File: config.mk
export PLATFORM = sky130hd
export DESIGN_NAME = dpbp_axis
export DESIGN_NICKNAME = d
export VERILOG_FILES = /design/src/dpbp_pkg.sv /design/src/dpbp_cell.sv /design/src/dpbp_axis.sv
export SDC_FILE = /design/constraint.sdc
export NUM_CORES = 2
export LEC_CHECK = 0
export ABC_AREA = 0
export BUFFER_PORTS_ARGS = -buffer_cell sky130_fd_sc_hd__buf_2
export CELL_PAD_IN_SITES_DETAIL_PLACEMENT = 1
export CELL_PAD_IN_SITES_GLOBAL_PLACEMENT = 1
export CORE_MARGIN = 10
export CORE_UTILIZATION = 54
export DETAILED_ROUTE_END_ITERATION = 7
export PLACE_DENSITY = 0.89
export SLEW_MARGIN = 20
export SYNTH_ARGS = -nofsm -noshare
export SYNTH_HDL_FRONTEND = slang
export SYNTH_HIERARCHICAL = 1
export SYNTH_SLANG_ARGS = --single-unit
File: constraint.sdc
create_clock -name clk -period 11.48 [get_ports clk]
set_clock_uncertainty 0.05 [all_clocks]
set_input_delay 0.574 -clock clk [delete_from_list [all_inputs] [get_ports clk]]
set_output_delay 0.574 -clock clk [all_outputs]
set_load 0.05 [all_outputs]
File: src/dpbp_pkg.sv
package dpbp_pkg;

  localparam int CFG_IDX_W = 3;

  typedef enum logic [CFG_IDX_W-1:0] {
    REG_FOCAL_X   = 3'd0,
    REG_FOCAL_Y   = 3'd1,
    REG_CENTER_X  = 3'd2,
    REG_CENTER_Y  = 3'd3,
    REG_MIN_DEPTH = 3'd4,
    REG_MAX_DEPTH = 3'd5
  } cfg_reg_t;

  localparam int POS_W   = 10;
  localparam int OFF_W   = 15;  // |pos*16 - centre| for 10-bit pos, 14-bit centre
  localparam int DEN_W   = 16;
  localparam int QUO_W   = 24;  // enough to detect saturation
  localparam logic [15:0] FOCAL_MIN = 16'd16;

  // word carried down the cell row for one axis
  typedef struct packed {
    logic [OFF_W+16-1:0] rem;   // partial remainder / numerator bits
    logic [QUO_W-1:0]    quo;   // quotient bits developed so far
    logic [DEN_W-1:0]    den;
    logic                neg;
    logic                sat;   // quotient already known too large
  } div_word_t;

  typedef struct packed {
    logic        keep;
    logic [15:0] z;
    logic [7:0]  red;
    logic [7:0]  green;
    logic [7:0]  blue;
    logic        last;
  } side_t;

endpackage

File: src/dpbp_cell.sv
// One restoring-division step: quotient bit at position BIT.
module dpbp_cell #(
  parameter int BIT = 0
) (
  input  logic                clk,
  input  logic                en,
  input  dpbp_pkg::div_word_t word_i,
  output dpbp_pkg::div_word_t word_o
);
  localparam int RW = dpbp_pkg::OFF_W + 16;

  logic [RW+dpbp_pkg::QUO_W-1:0] den_sh;
  logic                          fits;
  dpbp_pkg::div_word_t           word_nxt, word_r;

  assign den_sh = {{(RW+dpbp_pkg::QUO_W-dpbp_pkg::DEN_W){1'b0}}, word_i.den} << BIT;
  assign fits   = den_sh <= {{dpbp_pkg::QUO_W{1'b0}}, word_i.rem};

  always_comb begin
    word_nxt = word_i;
    if (fits) begin
      word_nxt.rem      = word_i.rem - den_sh[RW-1:0];
      word_nxt.quo[BIT] = 1'b1;
    end
  end

  always_ff @(posedge clk) begin
    if (en) begin
      word_r <= word_nxt;
    end
  end

  assign word_o = word_r;
endmodule

File: src/dpbp_axis.sv
// One axis: multiply stage, then a row of divider cells, then saturation.
module dpbp_axis (
  input  logic                        clk,
  input  logic                        en,
  input  logic [dpbp_pkg::POS_W-1:0]  pos,
  input  logic [13:0]                 centre,
  input  logic [15:0]                 depth,
  input  logic [15:0]                 focal,
  output logic [dpbp_pkg::QUO_W-1:0]  coord
);
  localparam int POS_W = dpbp_pkg::POS_W;
  localparam int QW = dpbp_pkg::QUO_W;
  localparam int RW = dpbp_pkg::OFF_W + 16;

  logic signed [POS_W+5:0]  off;
  logic [POS_W+4:0]         mag;
  dpbp_pkg::div_word_t      chain [QW+1];
  dpbp_pkg::div_word_t      head_r;

  assign off = $signed({2'b00, pos, 4'b0000}) - $signed({{(POS_W-8){1'b0}}, centre});
  assign mag = off[POS_W+5] ? (POS_W+5)'(-off) : (POS_W+5)'(off);

  always_ff @(posedge clk) begin
    if (en) begin
      head_r.rem <= RW'(mag) * RW'(depth);
      head_r.quo <= '0;
      head_r.den <= (focal < dpbp_pkg::FOCAL_MIN) ? dpbp_pkg::FOCAL_MIN : focal;
      head_r.neg <= off[POS_W+5];
      head_r.sat <= 1'b0;
    end
  end

  assign chain[0] = head_r;

  // one cell per quotient bit, MSB first; overflow beyond the quotient width is flagged below
  for (genvar i = 0; i < QW; i++) begin : g_cell
    dpbp_cell #(.BIT(QW-1-i)) u_cell (
      .clk(clk), .en(en), .word_i(chain[i]), .word_o(chain[i+1])
    );
  end

  logic [RW+QW-1:0] ovf_lim;
  logic             ovf;
  assign ovf_lim = {{(RW+QW-dpbp_pkg::DEN_W){1'b0}}, head_r.den} << QW;
  assign ovf     = {{QW{1'b0}}, head_r.rem} >= ovf_lim;

  // carry overflow flag alongside the row
  logic [QW-1:0] sat_line_r;
  always_ff @(posedge clk) begin
    if (en) begin
      sat_line_r <= {sat_line_r[QW-2:0], ovf};
    end
  end

  logic [QW-1:0] q;
  logic          big;
  assign q   = chain[QW].quo;
  assign big = sat_line_r[QW-1];

  always_comb begin
    priority if (chain[QW].neg) begin
      if (big || q > 24'd8388608) coord = 24'h800000;
      else                        coord = QW'(-q);
    end else begin
      if (big || q > 24'd8388607) coord = 24'h7FFFFF;
      else                        coord = q;
    end
  end
endmodule

==> impl_metrics.toml <==
[sta]
slew_viol_final = 0
timing.final.crit_share_pct = 84.1
fmax_ghz = 0.104
setup_tns_ns = 0
setup_viol = 0
grt_setup_unrepaired = "false"
maxSlewHeadroom_pct = 23.6
period_needed_ns = 9.65
tightest_slew_ns = 1.12
final-hold-violation-count = 0

[synth]
synth_area_um2 = 91700
synth_warnings = 6
syn_inst = 7119
syn_avg_cell_area_um2 = 12.9

[power]
p_per_area_nw_per_um2 = 296
p_leak_uw = 0.0389
vdd_ir_drop_max_uv = 682

[routing]
via_count = 61109
first_pass_iters = 6
antenna_left = 0
viasPerCell = 6.35
drt-total-wl_um = 262000
drc = 0
wl_per_cell_um = 27.3
drt_iter0_markers = 6447

[critical_path]
crit_slowest_cell = "ha_2"
cp_common_cell = "fa_1"
worstPathRequired_ns = 12.01
cp-end-kind = "flop"
cp.buffers_inverters = 6
crit_family = "adder cells"
crit-reg2reg-launch = "g_cell[9].u_cell/word_o[2]$_DFFE_PP_"
path_class = "primary input to flop"
rr_worst_depth = 10
start_kind = "primary input"
reg2reg_slack_ns = 7.29
crit_arrival_ns = 10.18
path_max_fanout = 38
crit_start = "centre[4]"
cpPeakStageDelay_ns = 0.75
r2r_end = "g_cell[10].u_cell/word_o[64]$_DFFE_PP_"

[die]
start_util_pct = 54.2
dieArea_um2 = 187000
die_y_um = 432
fp.coreArea_um2 = 169000
rows = 151
ios = 82
dieWidth_um = 432

[placement]
dpl-instance-area_um2 = 94100
place_congestion = 0.875
hpwl_um = 166000
numPortBuffers = 81

[worst_hold_path]
hp-class = "primary input to flop"
hold_path_depth = 1
hold_end = "chain[1822]$_DFFE_PP_"
hp-start = "en"

[run_status]
outcome = "finished, final reports clean"

[cts]
cts_buffer_depth = 3
clk_pin_slew_worst_paths_ns = 0.06
cts_max_level = 4
insertion_delay_ns = 0.85
cts_tree = "yes"
post-cts-setup-buffers = 0
cts_root_buf = "clkbuf_16"
numCtsBuffers = 178
tritoncts_num_sinks = 1753

[grt]
grt_pass1_wl_um = 404000
grt_pass1_vias = 66203
grt_max_degree = 209
antenna_found_initial = 4
grt_usage_pct = 27.7
overflow = 0

[flow_run]
drv_cap = 0

[layout]
area_growth_pct = 9.19
fin_area_um2 = 100000
drive_above_1_share_pct = 9.64
nets = 8069
[registers in the layout (all words and copies together) (netlist names)]
register	cells
g_cell.u_cell/word_o	1681
chain	48
sat_line_r	24
[how the worst max path moves through the flow]
stage,end,slack (ns),cells after the start
floorplan,chain[1822]$_DFFE_PP_,2.98,31
global placement,chain[1822]$_DFFE_PP_,1.60,30
detailed placement,chain[1824]$_DFFE_PP_,1.28,30
CTS,chain[1822]$_DFFE_PP_,1.66,30
global route,chain[1822]$_DFFE_PP_,1.57,30
finish,chain[1822]$_DFFE_PP_,1.83,30
[per-stage QoR]
stage / util [%] / hold WS (ns) / total power [uW] / worst slack [ns] / cells
after floorplan: - / 0.350 / 18900 / 2.98 / 7142
after global placement: 55.7 / 0.350 / 21800 / 1.60 / 9283
after detailed placement: 55.7 / 0.355 / 22800 / 1.28 / 9283
after CTS: 59.1 / 0.198 / 29400 / 1.66 / 9624
after global routing: 59.2 / 0.206 / 31200 / 1.57 / 9627
final: 59.2 / 0.193 / 29600 / 1.83 / 9627
[worst reg2reg max path, delay by kind of cell, from the launching register on]
family / cells / cell delay (ns)
AOI/OAI and AO/OA: 4 / 1.94
adders and majority gates: 2 / 0.72
buffers and inverters: 1 / 0.42
DFF: 1 / 0.40
and+or+nand+nor: 3 / 0.38
[metal layers]
layer / vias up / global-route usage (%) / wire [um]
li1: 26327 / - / -
met1: 30857 / 31.9 / 95200
met2: 2981 / 49.9 / 136000
met3: 944 / 4.25 / 15700
met4: 0 / 14.0 / 15000
met5: - / 0 / 0
[where the power goes]
group / switching (uW) / leakage [uW] / internal, uW
logic: 8760 / 0.0191 / 5500
registers: 794 / 0.0170 / 8690
clock network: 2680 / 0.00279 / 3220
total: 12200 / 0.0389 / 17400
[cells in the final DEF (no fill, tap or decap), types with 97 or more instances in the layout]
master	n
edfxtp_1	1753
inv_1	731
ha_1	545
nand2_1	500
a21oi_1	361
nor2_1	315
o21ai_0	292
fa_1	203
xor2_1	188
clkbuf_16	180
xnor2_1	179
a21o_1	117
nand3_1	97
[cell type report]
type,count,area [um^2]
inverters,734,2760
repair buffers,129,911
flip-flops and latches,1753,52600
well taps,2218,2780
clock inverters,111,1080
clock buffers,214,4630
diodes,2,5.00
multi-input cells,4466,35300
fillers,16476,69000
[what timing repair did]
item                       in CTS  in global routing
setup endpoints to repair       0                  0
hold endpoints to repair       16                  0
hold buffers                   16                  0
gates resized for setup         0                  0
Note: power is estimated with default switching activity, not from simulation.
